<file path="src/rtl/assert_macros.svh">
// assertion macros used by the top-level rtl file
`ifndef ASSERT_MACROS_SVH
`define ASSERT_MACROS_SVH

// checked only while out of reset
`define ASSERT_RUN(lbl, prop, msg) \
    lbl: assert property (@(posedge i_clk) disable iff (!i_rst_n) prop) else $error(msg);

// checked at every edge, reset included
`define ASSERT_ALWAYS(lbl, prop, msg) \
    lbl: assert property (@(posedge i_clk) prop) else $error(msg);

`endif

</file>
<file path="src/rtl/lcd4_pkg.sv">
// shared types and constants of the character lcd pin interface
package lcd4_pkg;

    localparam int ADDR_W = 7;
    localparam int CHAR_W = 8;

    typedef logic [ADDR_W-1:0] t_addr;
    typedef logic [CHAR_W-1:0] t_char;

    // what the back part has to do for one transfer
    typedef enum logic [1:0] {
        K_EVENT = 2'd0,
        K_READ  = 2'd1,
        K_WRITE = 2'd2,
        K_CLEAR = 2'd3
    } t_kind;

    localparam logic OP_EVENT = 1'b0;
    localparam logic OP_READ  = 1'b1;

    localparam logic [2:0] PIN_RS = 3'd0;
    localparam logic [2:0] PIN_RW = 3'd1;
    localparam logic [2:0] PIN_E  = 3'd2;
    localparam logic [2:0] PIN_D4 = 3'd3;
    localparam logic [2:0] PIN_D5 = 3'd4;
    localparam logic [2:0] PIN_D6 = 3'd5;
    localparam logic [2:0] PIN_D7 = 3'd6;

    localparam t_char CHAR_SPACE = 8'h20;
    localparam t_char CMD_CLEAR  = 8'h01;
    localparam t_char CMD_HOME   = 8'h02;

    typedef struct packed {
        t_kind kind;
        t_addr addr;
        t_char data;
        t_addr cursor;
    } t_cmd;

    typedef struct packed {
        logic full;
        logic empty;
    } t_q_status;

endpackage

</file>
<file path="src/rtl/char_lcd_4bit_pin_interface_unit.sv">
// character lcd 4-bit pin interface: top level
// path: an accepted transfer is written into the queue, then popped into the result register
// throughput: one transfer per cycle while the queue has room; o_ready drops when it is full
// clear: per-cell valid bits drop at once, cells then read as space
// reset: synchronous active low, cursor and nibble state to zero, all cells read as space
`include "assert_macros.svh"

module char_lcd_4bit_pin_interface_unit #(
    parameter int DISPLAY_CELLS = 80
) (
    input  logic            i_clk,
    input  logic            i_rst_n,
    // pin event / read request channel
    input  logic            i_valid,
    output logic            o_ready,
    input  logic            i_op,
    input  logic [2:0]      i_pin,
    input  logic            i_level,
    input  lcd4_pkg::t_addr i_read_addr,
    // result channel
    output logic            o_valid,
    input  logic            i_ready,
    output lcd4_pkg::t_char o_read_char,
    output lcd4_pkg::t_addr o_cursor_pos,
    output logic            o_char_written,
    output lcd4_pkg::t_addr o_write_addr,
    output lcd4_pkg::t_char o_write_char,
    output logic            o_display_cleared
);
    import lcd4_pkg::*;

    localparam logic [7:0] CELLS = 8'(DISPLAY_CELLS);

    t_q_status q_status;
    logic      push;
    t_cmd      push_cmd;
    logic      q_valid;
    logic      q_ready;
    t_cmd      q_cmd;

    // front: decodes pin events, owns rs, shift byte, nibble phase and cursor
    lcd4_front #(
        .DISPLAY_CELLS(DISPLAY_CELLS)
    ) u_front (
        .i_clk      (i_clk),
        .i_rst_n    (i_rst_n),
        .i_valid    (i_valid),
        .o_ready    (o_ready),
        .i_op       (i_op),
        .i_pin      (i_pin),
        .i_level    (i_level),
        .i_read_addr(i_read_addr),
        .i_q_status (q_status),
        .o_push     (push),
        .o_cmd      (push_cmd)
    );

    // queue lets the decoder run on while the result side stalls
    lcd4_queue u_queue (
        .i_clk   (i_clk),
        .i_rst_n (i_rst_n),
        .i_push  (push),
        .i_cmd   (push_cmd),
        .o_status(q_status),
        .o_valid (q_valid),
        .i_ready (q_ready),
        .o_cmd   (q_cmd)
    );

    // back: executes writes, reads and clears in order on the cell store
    lcd4_back #(
        .DISPLAY_CELLS(DISPLAY_CELLS)
    ) u_back (
        .i_clk            (i_clk),
        .i_rst_n          (i_rst_n),
        .i_pop_valid      (q_valid),
        .o_pop_ready      (q_ready),
        .i_cmd            (q_cmd),
        .o_valid          (o_valid),
        .i_ready          (i_ready),
        .o_read_char      (o_read_char),
        .o_cursor_pos     (o_cursor_pos),
        .o_char_written   (o_char_written),
        .o_write_addr     (o_write_addr),
        .o_write_char     (o_write_char),
        .o_display_cleared(o_display_cleared)
    );

    // no result may appear right after reset
    `ASSERT_ALWAYS(a_rst_quiet, !i_rst_n |=> !o_valid, "result valid right after reset")

    // cursor stays inside the display
    `ASSERT_RUN(a_cursor_range, o_valid |-> ({1'b0, o_cursor_pos} < CELLS), "cursor out of range")

    // a transfer into an idle pipe comes out through the queue and then the result register
    `ASSERT_RUN(a_idle_latency, push && q_status.empty && !o_valid |-> ##2 o_valid, "no result")

endmodule

</file>
<file path="src/rtl/lcd4_front.sv">
// pin decoder: tracks rs, nibble shifter and cursor, classifies each transfer
module lcd4_front #(
    parameter int DISPLAY_CELLS = 80
) (
    input  logic           i_clk,
    input  logic           i_rst_n,
    input  logic           i_valid,
    output logic           o_ready,
    input  logic           i_op,
    input  logic [2:0]     i_pin,
    input  logic           i_level,
    input  lcd4_pkg::t_addr i_read_addr,
    input  lcd4_pkg::t_q_status i_q_status,
    output logic           o_push,
    output lcd4_pkg::t_cmd o_cmd
);
    import lcd4_pkg::*;

    localparam t_addr LAST_CELL = ADDR_W'(DISPLAY_CELLS - 1);

    logic  r_rs, n_rs;
    t_char r_shift, n_shift;
    logic  r_second, n_second;
    t_addr r_cursor, n_cursor;
    logic  accept;

    assign o_ready = !i_q_status.full;
    assign accept  = i_valid && o_ready;
    assign o_push  = accept;

    always_comb begin
        n_rs         = r_rs;
        n_shift      = r_shift;
        n_second     = r_second;
        n_cursor     = r_cursor;
        o_cmd.kind   = K_EVENT;
        o_cmd.addr   = '0;
        o_cmd.data   = '0;
        if (i_op == OP_READ) begin
            o_cmd.kind = K_READ;
            o_cmd.addr = i_read_addr;
        end else begin
            unique case (i_pin)
                PIN_RS: n_rs = i_level;
                PIN_RW: ; // no effect
                PIN_E: begin
                    if (i_level) begin
                        if (r_second) begin
                            if (r_rs) begin
                                o_cmd.kind = K_WRITE;
                                o_cmd.addr = r_cursor;
                                o_cmd.data = r_shift;
                                n_cursor   = (r_cursor == LAST_CELL) ? '0
                                                                     : r_cursor + t_addr'(1);
                            end else if (r_shift == CMD_CLEAR) begin
                                o_cmd.kind = K_CLEAR;
                                n_cursor   = '0;
                            end else if (r_shift == CMD_HOME) begin
                                n_cursor = '0;
                            end
                        end
                        n_second = !r_second;
                    end else begin
                        n_shift = {r_shift[3:0], r_shift[3:0]};
                    end
                end
                PIN_D4, PIN_D5, PIN_D6, PIN_D7: n_shift[2'(i_pin - PIN_D4)] = i_level;
                default: ;
            endcase
        end
        o_cmd.cursor = n_cursor;
    end

    always_ff @(posedge i_clk) begin
        if (!i_rst_n) begin
            r_rs     <= 1'b0;
            r_shift  <= '0;
            r_second <= 1'b0;
            r_cursor <= '0;
        end else if (accept) begin
            r_rs     <= n_rs;
            r_shift  <= n_shift;
            r_second <= n_second;
            r_cursor <= n_cursor;
        end
    end

endmodule

</file>
<file path="src/rtl/lcd4_queue.sv">
// two-entry command queue between decoder and cell store
module lcd4_queue (
    input  logic                i_clk,
    input  logic                i_rst_n,
    input  logic                i_push,
    input  lcd4_pkg::t_cmd      i_cmd,
    output lcd4_pkg::t_q_status o_status,
    output logic                o_valid,
    input  logic                i_ready,
    output lcd4_pkg::t_cmd      o_cmd
);
    import lcd4_pkg::*;

    localparam int DEPTH = 2;

    t_cmd       r_slot [DEPTH];
    logic       r_wr_ptr;
    logic       r_rd_ptr;
    logic [1:0] r_count;
    logic       pop;

    assign o_status.full  = (r_count == 2'(DEPTH));
    assign o_status.empty = (r_count == 2'd0);
    assign o_valid        = !o_status.empty;
    assign o_cmd          = r_slot[r_rd_ptr];
    assign pop            = o_valid && i_ready;

    always_ff @(posedge i_clk) begin
        if (i_push) begin
            r_slot[r_wr_ptr] <= i_cmd;
        end
    end

    always_ff @(posedge i_clk) begin
        if (!i_rst_n) begin
            r_wr_ptr <= 1'b0;
            r_rd_ptr <= 1'b0;
            r_count  <= '0;
        end else begin
            if (i_push) begin
                r_wr_ptr <= !r_wr_ptr;
            end
            if (pop) begin
                r_rd_ptr <= !r_rd_ptr;
            end
            r_count <= r_count + 2'(i_push) - 2'(pop);
        end
    end

endmodule

</file>
<file path="src/rtl/lcd4_back.sv">
// cell store with per-cell valid bits and the result register
module lcd4_back #(
    parameter int DISPLAY_CELLS = 80
) (
    input  logic            i_clk,
    input  logic            i_rst_n,
    input  logic            i_pop_valid,
    output logic            o_pop_ready,
    input  lcd4_pkg::t_cmd  i_cmd,
    output logic            o_valid,
    input  logic            i_ready,
    output lcd4_pkg::t_char o_read_char,
    output lcd4_pkg::t_addr o_cursor_pos,
    output logic            o_char_written,
    output lcd4_pkg::t_addr o_write_addr,
    output lcd4_pkg::t_char o_write_char,
    output logic            o_display_cleared
);
    import lcd4_pkg::*;

    localparam int         IDX_W = $clog2(DISPLAY_CELLS);
    localparam logic [7:0] CELLS = 8'(DISPLAY_CELLS);

    t_char                    r_cells [DISPLAY_CELLS];
    logic [DISPLAY_CELLS-1:0] r_filled;
    t_char                    r_cell_q;
    logic                     r_hit;
    t_cmd                     r_cmd;
    logic                     r_out_valid;
    logic                     pop;
    logic [IDX_W-1:0]         idx;
    logic                     in_range;

    assign o_pop_ready = !r_out_valid || i_ready;
    assign pop         = i_pop_valid && o_pop_ready;
    assign idx         = i_cmd.addr[IDX_W-1:0];
    assign in_range    = {1'b0, i_cmd.addr} < CELLS;

    always_ff @(posedge i_clk) begin
        if (pop && i_cmd.kind == K_WRITE) begin
            r_cells[idx] <= i_cmd.data;
        end
        if (pop && i_cmd.kind == K_READ) begin
            r_cell_q <= r_cells[idx];
            r_hit    <= in_range && r_filled[idx];
        end
        if (pop) begin
            r_cmd <= i_cmd;
        end
    end

    // a cell never written since reset or clear reads as space
    always_ff @(posedge i_clk) begin
        if (!i_rst_n) begin
            r_filled <= '0;
        end else if (pop && i_cmd.kind == K_CLEAR) begin
            r_filled <= '0;
        end else if (pop && i_cmd.kind == K_WRITE) begin
            r_filled[idx] <= 1'b1;
        end
    end

    always_ff @(posedge i_clk) begin
        if (!i_rst_n) begin
            r_out_valid <= 1'b0;
        end else if (pop) begin
            r_out_valid <= 1'b1;
        end else if (i_ready) begin
            r_out_valid <= 1'b0;
        end
    end

    assign o_valid           = r_out_valid;
    assign o_read_char       = (r_cmd.kind != K_READ) ? '0 : (r_hit ? r_cell_q : CHAR_SPACE);
    assign o_cursor_pos      = r_cmd.cursor;
    assign o_char_written    = (r_cmd.kind == K_WRITE);
    assign o_write_addr      = o_char_written ? r_cmd.addr : '0;
    assign o_write_char      = o_char_written ? r_cmd.data : '0;
    assign o_display_cleared = (r_cmd.kind == K_CLEAR);

endmodule
</file>
<file path="config.mk">
export PLATFORM = sky130hd
export DESIGN_NAME = char_lcd_4bit_pin_interface_unit
export DESIGN_NICKNAME = d
export VERILOG_FILES = /design/src/rtl/lcd4_pkg.sv /design/src/rtl/char_lcd_4bit_pin_interface_unit.sv /design/src/rtl/lcd4_front.sv /design/src/rtl/lcd4_queue.sv /design/src/rtl/lcd4_back.sv
export VERILOG_INCLUDE_DIRS = /design/src /design/src/rtl
export SDC_FILE = /design/constraint.sdc
export NUM_CORES = 1
export LEC_CHECK = 0
export ABC_AREA = 1
export BUFFER_PORTS_ARGS = -buffer_cell sky130_fd_sc_hd__buf_2
export CAP_MARGIN = 15
export CORE_ASPECT_RATIO = 0.6
export CORE_MARGIN = 4
export CORE_UTILIZATION = 35
export DETAILED_ROUTE_END_ITERATION = 12
export PLACE_DENSITY = 0.57
export SYNTH_ARGS = -nofsm -noshare
export SYNTH_HDL_FRONTEND = slang
export SYNTH_SLANG_ARGS = --single-unit
</file>
<file path="constraint.sdc">
create_clock -name i_clk -period 7.14 [get_ports i_clk]
set_clock_uncertainty 0.05 [all_clocks]
set_input_delay 1.428 -clock i_clk [delete_from_list [all_inputs] [get_ports i_clk]]
set_output_delay 1.428 -clock i_clk [all_outputs]
set_load 0.05 [all_outputs]
</file>
==> flow_metrics.tcl <==
set metrics [dict create \
    synthesis.area_um2 34900 \
    via_per_inst 4.84 \
    layout.nets 3515 \
    antenna_found_initial 3 \
    tightest_slew_ps 1070 \
    cts_buffers 72 \
    routedWlPerCell_um 19.4 \
    switching_share 0.391 \
    drt_first_pass_iters 5 \
    setup_ws_ps 2870 \
    die_area_um2 105000 \
    maxSlewHeadroom 0.289 \
    overflow 0 \
    place.gp.congestion 0.835 \
    htreeDepth 3 \
    synth_warnings 0 \
    cts_root_buf "clkbuf_16" \
    fin_util 0.392 \
    grt_pass1_wl_mm 140 \
    cts_setup_buffers 0 \
    syn2layout_area_growth_pct 10.9 \
    synthCells 3500 \
    io_pins 50 \
    synth_edf_count 721 \
    rsz0062_at_grt "no" \
    crit_fanout 113 \
    routed_wirelength_mm 94.7 \
    hold_ws_ps 408 \
    drive_gt1_frac 0.0714 \
    fin_crit_sh 0.598 \
    coreArea_um2 98700 \
    die_w_um 416 \
    track_usage 0.177 \
    io_buffers 49 \
    vias 23600 \
    cts_buffer_depth 3 \
    post-synth-top-area-cell "edfxtp_1" \
    tns_ps 0 \
    stdcell_area_um2 38700 \
    finalPower_mw 15.0 \
    status "completed" \
    hp-class "reg2reg" \
    vdd_drop_max_mv 0.253 \
    grt_max_degree 144 \
    cts_hold_buffers 0 \
    initial_core_util 0.354 \
    setup.worst_path.end_class "register" \
    synth_area_leaders "edfxtp_1, nand2_1, dfxtp_1" \
    antenna_violating_nets_post_route 0 \
    first_global_vias 21800 \
    final_cell_mix "nand2_1, edfxtp_1, nor2_1" \
    finalSetupViolations 0 \
    syn_nets 3519 \
    max_freq_ghz 0.234 \
    dp_cells 4740 \
    final.fill_count 9650 \
    place_hpwl_mm 56.5 \
    async_flop_share 0 \
    synth-seq-cells 824 \
    yosys.area.top_type_share 0.620 \
    p_switching_mw 5.85 \
    die_h_um 253 \
    cts_tree "built" \
    ys_seq_area_frac 0.679 \
    drv_slew 0 \
    clock_sinks 824 \
    drc 0 \
    hold_viol_final 0 \
    crit_arrival_ps 4490 \
    final_common_cell "nand2_1" \
    placed_area_um2 36400 \
    leakage_nw 15.3 \
    startpoint_type "register" \
    pre_cts_slack_ps 2900 \
    synth_cell_types 39 \
    fin_crit_ps 4270 \
    clockPowerShare 0.266 \
    p_per_area_nw_per_um2 386 \
    synth_area_per_cell_um2 9.98 \
    power.share.combinational 0.333 \
    synthFlopType "edfxtp_1" \
    maxCapViolCount 0 \
    core.rowCount 89 \
    cts.clk_slew.worst_paths_ps 70 \
    instances_no_fill 4877 \
    seqPwrFrac 0.401 \
    detail_route.iter0.violations 2659 \
    setup.worst_path.class "reg2reg" \
    p_int_mw 9.10 \
    clk_latency_ps 650 \
    crit_required_ps 7360 \
    reg2reg_slack_ps 2870 \
    cts_resized 0 \
]
layer usage:
layer | up-vias | part of all wire | wire length (um) | track usage
met1 | 11400 | 0.49 | 46600 | 0.281
met4 | 0 | 0.015 | 1460 | 0.0342
met3 | 104 | 0.096 | 9130 | 0.0484
met5 | - | 0 | 0 | 0
li1 | 11300 | - | - | -
met2 | 867 | 0.40 | 37600 | 0.238
power groups by stage:
| stage | Sequential (mW) | Clock [mW] | Combinational (mW) |
|---|---|---|---|
| finish | 6.00 | 3.97 | 4.99 |
| global route | 6.01 | 4.22 | 5.43 |
| CTS | 6.00 | 4.04 | 4.95 |
| detailed placement | 6.10 | 0 | 4.93 |
| global placement | 6.10 | 0 | 4.93 |
| floorplan | 6.13 | 0 | 3.13 |
flip-flops by register name, indices dropped and copies added (netlist names), 2 cells and up, named ones only:
signal,cells
u_front.r_shift,8
u_back.o_cursor_pos,7
u_front.r_cursor,7
u_back.r_cells,640
u_back.r_cmd,17
u_queue.r_count,2
u_back.r_filled,80
u_queue.r_slot,48
u_back.r_cell_q,8
kinds of logic (layout without fill, tap and decap cells):
kind of cell	count (synthesis)	after routing	share of synthesized area
other	0	2	0
XOR/XNOR	3	3	0.000752
AND/OR/NAND/NOR	1941	1941	0.222
adder cells (fa/ha/maj)	3	3	0.00107
buffers and inverters	491	547	0.0589
AO/OA/AOI/OAI	237	237	0.0385
flip-flops	824	824	0.679
multiplexers	1	1	0.000287
cell type report:
| cell class | instances | area, um^2 | share of cell area |
|---|---|---|---|
| antenna | 2 | 5.00 | 0.000129 |
| clock buffer | 105 | 2010 | 0.0518 |
| clock inverter | 29 | 318 | 0.00821 |
| inverter | 333 | 1260 | 0.0327 |
| multi-input combinational | 2185 | 9280 | 0.240 |
| sequential | 824 | 23700 | 0.612 |
| tap | 1319 | 1650 | 0.0426 |
| timing repair buffer | 80 | 482 | 0.0124 |
Yosys cell counts, types with 12 or more instances:
master / instances
nand2_1: 1383
edfxtp_1: 721
nor2_1: 370
inv_1: 290
nand3_1: 141
dfxtp_1: 103
buf_2: 95
a21oi_1: 88
o21ai_0: 81
o211ai_1: 41
clkbuf_1: 29
clkinv_1: 25
nor2_4: 17
buf_1: 16
o21ai_1: 16
buf_4: 15
inv_2: 12
worst max-delay path, stage by stage, from the launching register on:
cell,delay [ps]
dfxtp_1,300
buf_4,240
inv_4,270
nand2_1,190
nand2_8,540
buf_4,600
nand3_2,740
nor2_1,890
path summary, 6_finish.rpt:
path         cells past startpoint                 from                    end
max                              7             register  u_back.r_cells[49][2]
min                              2  u_back.r_filled[71]    u_back.r_filled[71]
max reg2reg                      7             register  u_back.r_cells[49][2]
min reg2reg                      2  u_back.r_filled[71]    u_back.r_filled[71]
Note: power is estimated with default switching activity, not from simulation.
